`config.mk`:
```
export PLATFORM = sky130hd
export DESIGN_NAME = sensor_ascii_packet_framer
export DESIGN_NICKNAME = d
export VERILOG_FILES = /design/src/rtl/spf_pkg.sv /design/src/rtl/spf_front.sv /design/src/rtl/spf_queue.sv /design/src/rtl/spf_back.sv /design/src/rtl/sensor_ascii_packet_framer.sv
export SDC_FILE = /design/constraint.sdc
export NUM_CORES = 1
export LEC_CHECK = 0
export ABC_AREA = 1
export BUFFER_PORTS_ARGS = -buffer_cell sky130_fd_sc_hd__buf_2
export CORE_ASPECT_RATIO = 0.5
export CORE_MARGIN = 2
export CORE_UTILIZATION = 25
export CTS_CLUSTER_DIAMETER = 60
export DETAILED_ROUTE_END_ITERATION = 8
export GPL_ROUTABILITY_DRIVEN = 1
export SLEW_MARGIN = 20
export SYNTH_ARGS = -nofsm -noshare
export SYNTH_HDL_FRONTEND = slang
export SYNTH_SLANG_ARGS = --single-unit
```
`constraint.sdc`:
```
create_clock -name i_clk -period 17.2 [get_ports i_clk]
set_clock_uncertainty 0.15 [all_clocks]
set_input_delay 0.86 -clock i_clk [delete_from_list [all_inputs] [get_ports i_clk]]
set_output_delay 0.86 -clock i_clk [all_outputs]
set_load 0.02 [all_outputs]
```
`src/rtl/spf_pkg.sv`:
```
// ----------------------------------------------------------------------------
// spf_pkg
// Shared types, constants and character helpers of the sensor packet framer.
// ----------------------------------------------------------------------------
package spf_pkg;

    // Configuration register indexes.
    localparam logic [1:0] CFG_ENABLE = 2'd0;
    localparam logic [1:0] CFG_PAN    = 2'd1;
    localparam logic [1:0] CFG_UNIT   = 2'd2;

    localparam int CFG_INDEX_W = 2;
    localparam int CFG_DATA_W  = 16;

    // Packet layout: 27 bytes, message field starts at byte 8.
    localparam logic [4:0] PKT_LAST  = 5'd26;
    localparam logic [4:0] MSG_FIRST = 5'd8;

    localparam int QUEUE_DEPTH = 4;

    localparam logic [6:0] WHOLE_MAX = 7'd99;

    localparam logic [7:0] CHAR_CR = 8'h0D;

    // One classified reading, ready to be framed.
    typedef struct packed {
        logic       hum;        // humidity message when set, temperature otherwise
        logic       minus;      // temperature sign is negative
        logic [3:0] whole_tens;
        logic [3:0] whole_ones;
        logic [3:0] frac;
        logic [1:0] seq_hund;
        logic [3:0] seq_tens;
        logic [3:0] seq_ones;
        logic       wrap;       // a status packet follows this one
    } t_job;

    localparam int JOB_W = $bits(t_job);

    function automatic logic [7:0] hex_char(input logic [3:0] nib);
        logic [7:0] c;
        if (nib < 4'd10) begin
            c = 8'h30 + {4'd0, nib};
        end else begin
            c = 8'h37 + {4'd0, nib};
        end
        return c;
    endfunction

    function automatic logic [7:0] digit_char(input logic [3:0] dig);
        return 8'h30 + {4'd0, dig};
    endfunction

endpackage

```
`src/rtl/spf_front.sv`:
```
// ----------------------------------------------------------------------------
// spf_front
// Accepts readings, tracks the sequence number and turns each reading into
// decimal digits through a four-stage pipeline feeding the job queue.
// ----------------------------------------------------------------------------
module spf_front
    import spf_pkg::*;
(
    input  logic        i_clk,
    input  logic        i_rst_n,
    input  logic        i_enable,
    input  logic        i_in_valid,
    output logic        o_in_stall,
    input  logic        i_action,
    input  logic [15:0] i_temp_centi,
    input  logic [15:0] i_hum_centi,
    input  logic        i_q_full,
    output logic        o_push,
    output t_job        o_push_job
);

    logic        adv;
    logic        acc;

    logic [7:0]  r_seq;
    logic [7:0]  n_seq;

    // Stage A: magnitude plus rounding offset.
    logic        r_a_v;
    logic        r_a_hum;
    logic        r_a_neg;
    logic [16:0] r_a_mag;
    logic [7:0]  r_a_seq;
    logic        r_a_wrap;

    // Stage B: tenths.
    logic        r_b_v;
    logic        r_b_hum;
    logic        r_b_neg;
    logic [12:0] r_b_q10;
    logic [7:0]  r_b_seq;
    logic        r_b_wrap;

    // Stage C: whole part and fraction digit.
    logic        r_c_v;
    logic        r_c_hum;
    logic        r_c_minus;
    logic [9:0]  r_c_whole;
    logic [3:0]  r_c_frac;
    logic [7:0]  r_c_seq;
    logic [4:0]  r_c_sq;
    logic        r_c_wrap;

    // Stage D: finished job.
    logic        r_d_v;
    t_job        r_d_job;

    logic        in_neg;
    logic [16:0] in_mag;
    logic [34:0] b_prod;
    logic [25:0] c_prod;
    logic [9:0]  c_whole;
    logic [15:0] c_sq_prod;
    logic [6:0]  d_wsat;
    logic [14:0] d_wt_prod;
    logic [3:0]  d_wt;
    logic [1:0]  d_hund;
    t_job        n_d_job;

    assign adv        = !(r_d_v && i_q_full);
    assign o_in_stall = !adv;
    assign acc        = i_in_valid && adv;
    assign o_push     = r_d_v && !i_q_full;
    assign o_push_job = r_d_job;

    always_comb begin
        n_seq = r_seq;
        if (acc && i_enable) begin
            n_seq = (r_seq == 8'hFF) ? 8'd1 : r_seq + 8'd1;
        end
    end

    // |t - 5| equals |t| + 5 for negative t, so one magnitude serves both signs.
    always_comb begin
        in_neg = 1'b0;
        in_mag = {1'b0, i_hum_centi} + 17'd5;
        if (!i_action) begin
            in_neg = i_temp_centi[15];
            in_mag = (in_neg ? (17'd0 - {1'b1, i_temp_centi}) : {1'b0, i_temp_centi})
                     + 17'd5;
        end
    end

    // Division by ten through reciprocal multiplies, exact over the ranges used.
    assign b_prod    = 35'(r_a_mag) * 35'd209716;
    assign c_prod    = 26'(r_b_q10) * 26'd6554;
    assign c_whole   = c_prod[25:16];
    assign c_sq_prod = 16'(r_b_seq) * 16'd205;
    assign d_wsat    = (r_c_whole > 10'(WHOLE_MAX)) ? WHOLE_MAX : r_c_whole[6:0];
    assign d_wt_prod = 15'(d_wsat) * 15'd205;
    assign d_wt      = d_wt_prod[14:11];

    always_comb begin
        if (r_c_sq >= 5'd20) begin
            d_hund = 2'd2;
        end else if (r_c_sq >= 5'd10) begin
            d_hund = 2'd1;
        end else begin
            d_hund = 2'd0;
        end
        n_d_job.hum        = r_c_hum;
        n_d_job.minus      = r_c_minus;
        n_d_job.whole_tens = d_wt;
        n_d_job.whole_ones = 4'(d_wsat - 7'(d_wt) * 7'd10);
        n_d_job.frac       = r_c_frac;
        n_d_job.seq_hund   = d_hund;
        n_d_job.seq_tens   = 4'(r_c_sq - 5'(d_hund) * 5'd10);
        n_d_job.seq_ones   = 4'(r_c_seq - 8'(r_c_sq) * 8'd10);
        n_d_job.wrap       = r_c_wrap;
    end

    always_ff @(posedge i_clk) begin
        if (!i_rst_n) begin
            r_seq <= 8'd0;
            r_a_v <= 1'b0;
            r_b_v <= 1'b0;
            r_c_v <= 1'b0;
            r_d_v <= 1'b0;
        end else begin
            r_seq <= n_seq;
            if (adv) begin
                r_a_v <= acc && i_enable;
                r_b_v <= r_a_v;
                r_c_v <= r_b_v;
                r_d_v <= r_c_v;
            end
        end
    end

    always_ff @(posedge i_clk) begin
        if (adv) begin
            r_a_hum   <= i_action;
            r_a_neg   <= in_neg;
            r_a_mag   <= in_mag;
            r_a_seq   <= r_seq;
            r_a_wrap  <= (r_seq == 8'hFF);

            r_b_hum   <= r_a_hum;
            r_b_neg   <= r_a_neg;
            r_b_q10   <= b_prod[33:21];
            r_b_seq   <= r_a_seq;
            r_b_wrap  <= r_a_wrap;

            r_c_hum   <= r_b_hum;
            r_c_minus <= r_b_neg && (r_b_q10 != 13'd0);
            r_c_whole <= c_whole;
            r_c_frac  <= 4'(r_b_q10 - 13'(c_whole) * 13'd10);
            r_c_seq   <= r_b_seq;
            r_c_sq    <= c_sq_prod[15:11];
            r_c_wrap  <= r_b_wrap;

            r_d_job   <= n_d_job;
        end
    end

    // After the sequence wraps, the next data packet carries number one.
    a_seq_wrap: assert property (@(posedge i_clk) disable iff (!i_rst_n)
        (acc && i_enable && r_seq == 8'hFF) |=> (r_seq == 8'd1))
        else $error("sequence did not skip zero after wrap");

    a_seq_hold: assert property (@(posedge i_clk) disable iff (!i_rst_n)
        (!(acc && i_enable)) |=> $stable(r_seq))
        else $error("sequence moved without an enabled reading");

endmodule

```
`src/rtl/spf_queue.sv`:
```
// ----------------------------------------------------------------------------
// spf_queue
// Short job queue between the classifying front and the byte emitter.
// ----------------------------------------------------------------------------
module spf_queue
    import spf_pkg::*;
#(
    parameter int DEPTH = QUEUE_DEPTH
) (
    input  logic i_clk,
    input  logic i_rst_n,
    input  logic i_push,
    input  t_job i_push_job,
    output logic o_full,
    input  logic i_pop,
    output logic o_valid,
    output t_job o_job
);

    localparam int PTR_W = (DEPTH > 1) ? $clog2(DEPTH) : 1;
    localparam int CNT_W = $clog2(DEPTH + 1);

    t_job             r_mem [DEPTH];
    logic [PTR_W-1:0] r_wr;
    logic [PTR_W-1:0] r_rd;
    logic [CNT_W-1:0] r_cnt;

    assign o_full  = (r_cnt == CNT_W'(DEPTH));
    assign o_valid = (r_cnt != '0);
    assign o_job   = r_mem[r_rd];

    function automatic logic [PTR_W-1:0] ptr_next(input logic [PTR_W-1:0] p);
        return (p == PTR_W'(DEPTH - 1)) ? '0 : p + 1'b1;
    endfunction

    always_ff @(posedge i_clk) begin
        if (!i_rst_n) begin
            r_wr  <= '0;
            r_rd  <= '0;
            r_cnt <= '0;
        end else begin
            if (i_push) begin
                r_wr <= ptr_next(r_wr);
            end
            if (i_pop) begin
                r_rd <= ptr_next(r_rd);
            end
            if (i_push && !i_pop) begin
                r_cnt <= r_cnt + 1'b1;
            end else if (i_pop && !i_push) begin
                r_cnt <= r_cnt - 1'b1;
            end
        end
    end

    always_ff @(posedge i_clk) begin
        if (i_push) begin
            r_mem[r_wr] <= i_push_job;
        end
    end

    a_no_overflow: assert property (@(posedge i_clk) disable iff (!i_rst_n)
        i_push |-> (!o_full || i_pop))
        else $error("job queue overflow");

    a_no_underflow: assert property (@(posedge i_clk) disable iff (!i_rst_n)
        i_pop |-> o_valid)
        else $error("job queue underflow");

endmodule

```
`src/rtl/spf_back.sv`:
```
// ----------------------------------------------------------------------------
// spf_back
// Takes jobs from the queue and emits each packet one byte per beat through
// an output register, with the status packet appended after a wrap.
// ----------------------------------------------------------------------------
module spf_back
    import spf_pkg::*;
(
    input  logic        i_clk,
    input  logic        i_rst_n,
    input  logic [15:0] i_pan_code,
    input  logic [7:0]  i_unit_code,
    input  logic        i_q_valid,
    input  t_job        i_q_job,
    output logic        o_pop,
    output logic        o_out_valid,
    input  logic        i_out_stall,
    output logic [7:0]  o_data_byte,
    output logic        o_packet_end,
    output logic        o_last_of_run
);

    logic       r_busy;
    logic       r_status;
    logic [4:0] r_idx;
    t_job       r_job;

    logic       r_out_v;
    logic [7:0] r_byte;
    logic       r_end;
    logic       r_last;

    logic       emit;
    logic       take;
    logic       last_byte;
    logic       run_end;
    logic [4:0] msg_pos;
    logic [7:0] msg_byte;
    logic [7:0] pkt_byte;

    assign last_byte = (r_idx == PKT_LAST);
    assign run_end   = last_byte && (r_status || !r_job.wrap);
    assign emit      = r_busy && (!r_out_v || !i_out_stall);
    assign take      = i_q_valid && (!r_busy || (emit && run_end));
    assign o_pop     = take;
    assign msg_pos   = r_idx - MSG_FIRST;

    always_comb begin
        msg_byte = 8'h3F;
        if (r_status) begin
            case (msg_pos)
                5'd0:    msg_byte = "S";
                5'd1:    msg_byte = "S";
                5'd2:    msg_byte = "3";
                5'd3:    msg_byte = "6";
                5'd4:    msg_byte = "1";
                5'd5:    msg_byte = "#";
                5'd6:    msg_byte = "H";
                5'd7:    msg_byte = "1";
                default: msg_byte = "W";
            endcase
        end else if (r_job.hum) begin
            case (msg_pos)
                5'd0:    msg_byte = "H";
                5'd1:    msg_byte = "S";
                5'd2:    msg_byte = "S";
                5'd3:    msg_byte = "A";
                5'd4:    msg_byte = digit_char(r_job.whole_tens);
                5'd5:    msg_byte = digit_char(r_job.whole_ones);
                5'd6:    msg_byte = ".";
                5'd7:    msg_byte = digit_char(r_job.frac);
                default: msg_byte = "-";
            endcase
        end else begin
            case (msg_pos)
                5'd0:    msg_byte = "T";
                5'd1:    msg_byte = "S";
                5'd2:    msg_byte = "S";
                5'd3:    msg_byte = "A";
                5'd4:    msg_byte = r_job.minus ? "-" : "+";
                5'd5:    msg_byte = digit_char(r_job.whole_tens);
                5'd6:    msg_byte = digit_char(r_job.whole_ones);
                5'd7:    msg_byte = ".";
                default: msg_byte = digit_char(r_job.frac);
            endcase
        end
    end

    always_comb begin
        case (r_idx)
            5'd0:    pkt_byte = "m";
            5'd1:    pkt_byte = hex_char(i_pan_code[15:12]);
            5'd2:    pkt_byte = hex_char(i_pan_code[11:8]);
            5'd3:    pkt_byte = hex_char(i_pan_code[7:4]);
            5'd4:    pkt_byte = hex_char(i_pan_code[3:0]);
            5'd5:    pkt_byte = hex_char(i_unit_code[7:4]);
            5'd6:    pkt_byte = hex_char(i_unit_code[3:0]);
            5'd7:    pkt_byte = "d";
            5'd17:   pkt_byte = "r";
            5'd18:   pkt_byte = "-";
            5'd19:   pkt_byte = "0";
            5'd20:   pkt_byte = "0";
            5'd21:   pkt_byte = "0";
            5'd22:   pkt_byte = "s";
            5'd23:   pkt_byte = r_status ? "0" : digit_char({2'd0, r_job.seq_hund});
            5'd24:   pkt_byte = r_status ? "0" : digit_char(r_job.seq_tens);
            5'd25:   pkt_byte = r_status ? "0" : digit_char(r_job.seq_ones);
            5'd26:   pkt_byte = CHAR_CR;
            default: pkt_byte = msg_byte;
        endcase
    end

    always_ff @(posedge i_clk) begin
        if (!i_rst_n) begin
            r_busy   <= 1'b0;
            r_status <= 1'b0;
            r_idx    <= 5'd0;
            r_out_v  <= 1'b0;
        end else begin
            if (take) begin
                r_busy   <= 1'b1;
                r_status <= 1'b0;
                r_idx    <= 5'd0;
            end else if (emit) begin
                if (last_byte) begin
                    r_idx <= 5'd0;
                    if (run_end) begin
                        r_busy <= 1'b0;
                    end else begin
                        r_status <= 1'b1;
                    end
                end else begin
                    r_idx <= r_idx + 5'd1;
                end
            end
            if (!r_out_v || !i_out_stall) begin
                r_out_v <= emit;
            end
        end
    end

    always_ff @(posedge i_clk) begin
        if (take) begin
            r_job <= i_q_job;
        end
        if (emit) begin
            r_byte <= pkt_byte;
            r_end  <= last_byte;
            r_last <= run_end;
        end
    end

    assign o_out_valid   = r_out_v;
    assign o_data_byte   = r_byte;
    assign o_packet_end  = r_end;
    assign o_last_of_run = r_last;

    a_last_on_cr: assert property (@(posedge i_clk) disable iff (!i_rst_n)
        (r_out_v && r_last) |-> (r_end && r_byte == CHAR_CR))
        else $error("run end flagged away from a packet end");

    a_status_after_wrap: assert property (@(posedge i_clk) disable iff (!i_rst_n)
        (r_busy && r_status) |-> r_job.wrap)
        else $error("status packet without a sequence wrap");

endmodule

```
`src/rtl/sensor_ascii_packet_framer.sv`:
```
// ----------------------------------------------------------------------------
// sensor_ascii_packet_framer
// Frames temperature and humidity readings as 27-byte ASCII packets.
//
// Input channel: one reading per beat (i_in_valid / o_in_stall), action
// selects temperature or humidity. Output channel: one packet byte per beat
// (o_out_valid / i_out_stall) with packet-end and run-end flags.
// Configuration: write i_cfg_we with an index for enable, PAN and unit codes;
// write only while no packet is in flight.
//
// Path: with the queue and byte engine idle, a reading passes the digit
// stages, is written into the job queue, is loaded into the byte engine,
// and its first byte is then presented through the output register.
// Throughput: one byte per cycle unless the receiver stalls; a reading
// yields 27 bytes, or 54 when the sequence wraps and a status packet
// follows. The output register sets this rate; up to four framed readings
// wait in the job queue, so input readings are taken while bytes go out.
// Reset: clears the sequence, registers and queue; the block is disabled and
// readings are taken and dropped until enable is written. A stalled receiver
// holds the current byte; the queue then fills and the input stalls.
// ----------------------------------------------------------------------------
module sensor_ascii_packet_framer
    import spf_pkg::*;
#(
    parameter int Q_DEPTH = QUEUE_DEPTH
) (
    input  logic                   i_clk,
    input  logic                   i_rst_n,
    input  logic                   i_cfg_we,
    input  logic [CFG_INDEX_W-1:0] i_cfg_index,
    input  logic [CFG_DATA_W-1:0]  i_cfg_data,
    input  logic                   i_in_valid,
    output logic                   o_in_stall,
    input  logic                   i_action,
    input  logic [15:0]            i_temp_centi,
    input  logic [15:0]            i_hum_centi,
    output logic                   o_out_valid,
    input  logic                   i_out_stall,
    output logic [7:0]             o_data_byte,
    output logic                   o_packet_end,
    output logic                   o_last_of_run
);

    logic        r_enable;
    logic [15:0] r_pan_code;
    logic [7:0]  r_unit_code;

    logic        q_full;
    logic        q_push;
    t_job        q_push_job;
    logic        q_pop;
    logic        q_valid;
    t_job        q_job;

    always_ff @(posedge i_clk) begin
        if (!i_rst_n) begin
            r_enable    <= 1'b0;
            r_pan_code  <= 16'd0;
            r_unit_code <= 8'd0;
        end else if (i_cfg_we) begin
            case (i_cfg_index)
                CFG_ENABLE: r_enable    <= i_cfg_data[0];
                CFG_PAN:    r_pan_code  <= i_cfg_data[15:0];
                CFG_UNIT:   r_unit_code <= i_cfg_data[7:0];
                default:    ;
            endcase
        end
    end

    spf_front u_front (
        .i_clk        (i_clk),
        .i_rst_n      (i_rst_n),
        .i_enable     (r_enable),
        .i_in_valid   (i_in_valid),
        .o_in_stall   (o_in_stall),
        .i_action     (i_action),
        .i_temp_centi (i_temp_centi),
        .i_hum_centi  (i_hum_centi),
        .i_q_full     (q_full),
        .o_push       (q_push),
        .o_push_job   (q_push_job)
    );

    spf_queue #(
        .DEPTH (Q_DEPTH)
    ) u_queue (
        .i_clk      (i_clk),
        .i_rst_n    (i_rst_n),
        .i_push     (q_push),
        .i_push_job (q_push_job),
        .o_full     (q_full),
        .i_pop      (q_pop),
        .o_valid    (q_valid),
        .o_job      (q_job)
    );

    spf_back u_back (
        .i_clk         (i_clk),
        .i_rst_n       (i_rst_n),
        .i_pan_code    (r_pan_code),
        .i_unit_code   (r_unit_code),
        .i_q_valid     (q_valid),
        .i_q_job       (q_job),
        .o_pop         (q_pop),
        .o_out_valid   (o_out_valid),
        .i_out_stall   (i_out_stall),
        .o_data_byte   (o_data_byte),
        .o_packet_end  (o_packet_end),
        .o_last_of_run (o_last_of_run)
    );

endmodule

```
==> results.yml <==
run_status:
  status: "finished, final reports clean"
yosys:
  ys_types: 62
  synthArstFlopShare: 0
  yosys-top-cells-count: "inv_1, ha_1, nand2_1, edfxtp_1, nor2_1"
  synthFlopType: "edfxtp_1"
  synth_cells: 2333
  synth_edf_count: 237
  yosys.area.top_type: "edfxtp_1"
  avgSynthCellArea_um2: 9.748
  ys_seq_elements: 289
  yosys_warnings: 0
  yosysMostFrequentCell: "inv_1"
  synthTopCellsByArea: "edfxtp_1, ha_1, fa_1"
  syn_area_um2: 22740
  synth_top_area_share: 0.3129
  synth_fp_nets: 2868
  synth_seq_area_share: 0.3587
grt:
  grt_pass1_wl_um: 79070
  antenna_found_initial: 0
  overflow: 0
  grt_usage: 0.1021
  grt_max_degree: 82
  grt_pass1_vias: 15859
sta:
  finalCritPeriodShare: 0.3413
  maxSlewHeadroom: 0.3338
  rsz0062_at_grt: "no"
  finalSetupViolations: 0
  worstMarginPinSlew_ps: 999.2
  fmax_ghz: 0.1703
  drv_slew: 0
  finalCriticalPeriod_ps: 5871
  hold_violations: 0
  tns_ps: 0
placement:
  routabilityCongestion: 0.8864
  hpwl_um: 38430
  port_buffers: 66
clock_tree:
  cts-hold-fix-buffers: 0
  cts.sinks: 289
  insertion_delay_ps: 600
  htreeDepth: 1
  cts_tree: "done"
  cts.reportedPaths.clkPinSlew_ps: 60
  post_cts_buffers: 0
  cts_buffers: 29
  root_buffer: "clkbuf_16"
  clockBufferDepth: 3
  cts_resized: 0
finish:
  n_antenna_cell: 0
  syn2layout_area_growth_pct: 11.70
  layout-drive-gt1-share: 0.08055
  num-fill-cells: 9425
  final_nets: 2935
setup_path:
  cp-start-kind: "flip-flop"
  required_ps: 17400
  cp-end-kind: "flip-flop"
  critPathMaxFanout: 7
  critPathArrivalTime_ps: 6070
  crit_type: "flip-flop to flip-flop"
floorplanning:
  num_rows: 78
  core_um2: 90370
  fp.dieH_um: 217.3
  die_w_um: 430.6
  num_io_pins: 68
  die-area_um2: 93550
  start_util: 0.2517
route:
  post_drt_wl_per_cell_um: 13.26
  ant_nets: 0
  drcViolationCount: 0
  drtIter0Drc: 863
  num_vias: 15794
  firstDrtPassIters: 5
  totalWireLength_um: 48020
  vias_per_cell: 4.362
job:
  maxCapViolCount: 0
min_path:
  hp-class: "flip-flop to flip-flop"
==> flip-flops by register name, summed over array words and instances (netlist names), 2 cells and up <==
register	flops
u_back.o_data_byte	7
u_front.r_seq	8
u_queue.r_cnt	3
r_pan_code	16
u_front.r_c_seq	4
u_front.o_push_job	25
u_front.r_b_q10	13
u_queue.r_rd	2
u_front.r_b_seq	8
u_front.r_a_mag	17
u_back.r_job	25
u_front.r_c_whole	10
u_front.r_a_seq	8
u_back.r_idx	5
u_front.r_c_frac	4
u_queue.r_wr	2
u_front.r_c_sq	5
r_unit_code	8
u_queue.r_mem	100
==> placed cells by master, fill, tap and decap left out, types with 8 or more instances in the layout <==
| master | instances |
|---|---|
| nor2_2 | 11 |
| or2_2 | 10 |
| xnor2_1 | 22 |
| clkbuf_16 | 29 |
| a21oi_1 | 108 |
| fa_1 | 155 |
| o21a_1 | 8 |
| edfxtp_1 | 237 |
| nor3_1 | 25 |
| clkbuf_1 | 10 |
| a21o_1 | 11 |
| o211ai_1 | 14 |
| nand4_1 | 19 |
| nand3_1 | 90 |
| dfxtp_1 | 52 |
| o21ai_0 | 135 |
| inv_2 | 16 |
| nand2_1 | 272 |
| a31oi_1 | 9 |
| nor2_4 | 8 |
| nand3_2 | 8 |
| ha_1 | 324 |
| inv_1 | 455 |
| buf_2 | 66 |
| xor2_1 | 37 |
| nor2_1 | 156 |
| nand2_2 | 12 |
| o22ai_1 | 28 |
==> metrics by stage <==
| step | worst slack, ps | cells | util | hold WS [ps] | instance area [um2] |
|---|---|---|---|---|---|
| 2_1_floorplan | 11770 | 2333 | - | 250.3 | 22740 |
| 3_3_place_gp | 11330 | 3569 | 0.2708 | 252.9 | 24470 |
| 3_5_place_dp | 11310 | 3569 | 0.2708 | 254.5 | 24470 |
| 4_1_cts | 11300 | 3621 | 0.2811 | 258.4 | 25400 |
| 5_1_grt | 10810 | 3621 | 0.2811 | 270.9 | 25400 |
| 6_report | 11330 | 3621 | 0.2811 | 259.0 | 25400 |
==> worst max-delay path: stages, from the launching register on <==
cell and delay [ps]:
edfxtp_1 560, ha_1 380, inv_1 70, fa_1 530
inv_1 50, fa_1 510, fa_1 530, fa_1 490
ha_1 320, nand2_1 80, inv_1 70, nand2_1 60
nand2_1 40, a21o_1 170, a21o_1 160, a21oi_1 180
xor2_1 240, inv_1 90, fa_1 400, xor2_1 170
o21ai_0 140, nand2_1 80, nand3_1 60, nand2_1 60
inv_1 30
==> cell type report <==
class,count,area [um2],area share
sequential,289,8158,0.3211
clock inverter,13,171.4,0.006747
tap,1200,1501,0.05910
multi-input combinational,1535,12660,0.4985
inverter,475,1787,0.07033
clock buffer,39,763.2,0.03004
timing repair buffer,70,360.3,0.01418
==> cells by family (layout without fill, tap and decap cells) <==
logic type	after synthesis	count (layout)	share of synthesized area
flops	289	289	0.3587
xor+xnor	60	60	0.02344
compound gates	359	359	0.09044
other cells	1	1	0.0001649
simple gates	636	636	0.1262
fa+ha+maj	479	479	0.3147
buf+inv	509	597	0.08637
==> per-layer routing <==
| layer | part of all wire | GRT usage |
|---|---|---|
| met1 | 0.47 | 0.1361 |
| met2 | 0.47 | 0.1725 |
| met3 | 0.035 | 0.01545 |
| met4 | 0.022 | 0.02795 |
| met5 | 0 | 0 |
==> worst paths after layout <==
check / from / endpoint / slack, ps / cells past startpoint
hold / removal: u_front.r_a_seq[4] / u_front.r_b_seq[4] / 260 / 0
setup reg to reg: u_front.r_b_q10[3] / u_front.r_c_frac[3] / 11330 / 24
hold reg to reg: u_front.r_a_seq[4] / u_front.r_b_seq[4] / 260 / 0
setup / recovery: u_front.r_b_q10[3] / u_front.r_c_frac[3] / 11330 / 24
Power is not shown: default switching activity piles up to over one toggle a cycle in this logic, so the estimate is an artifact.
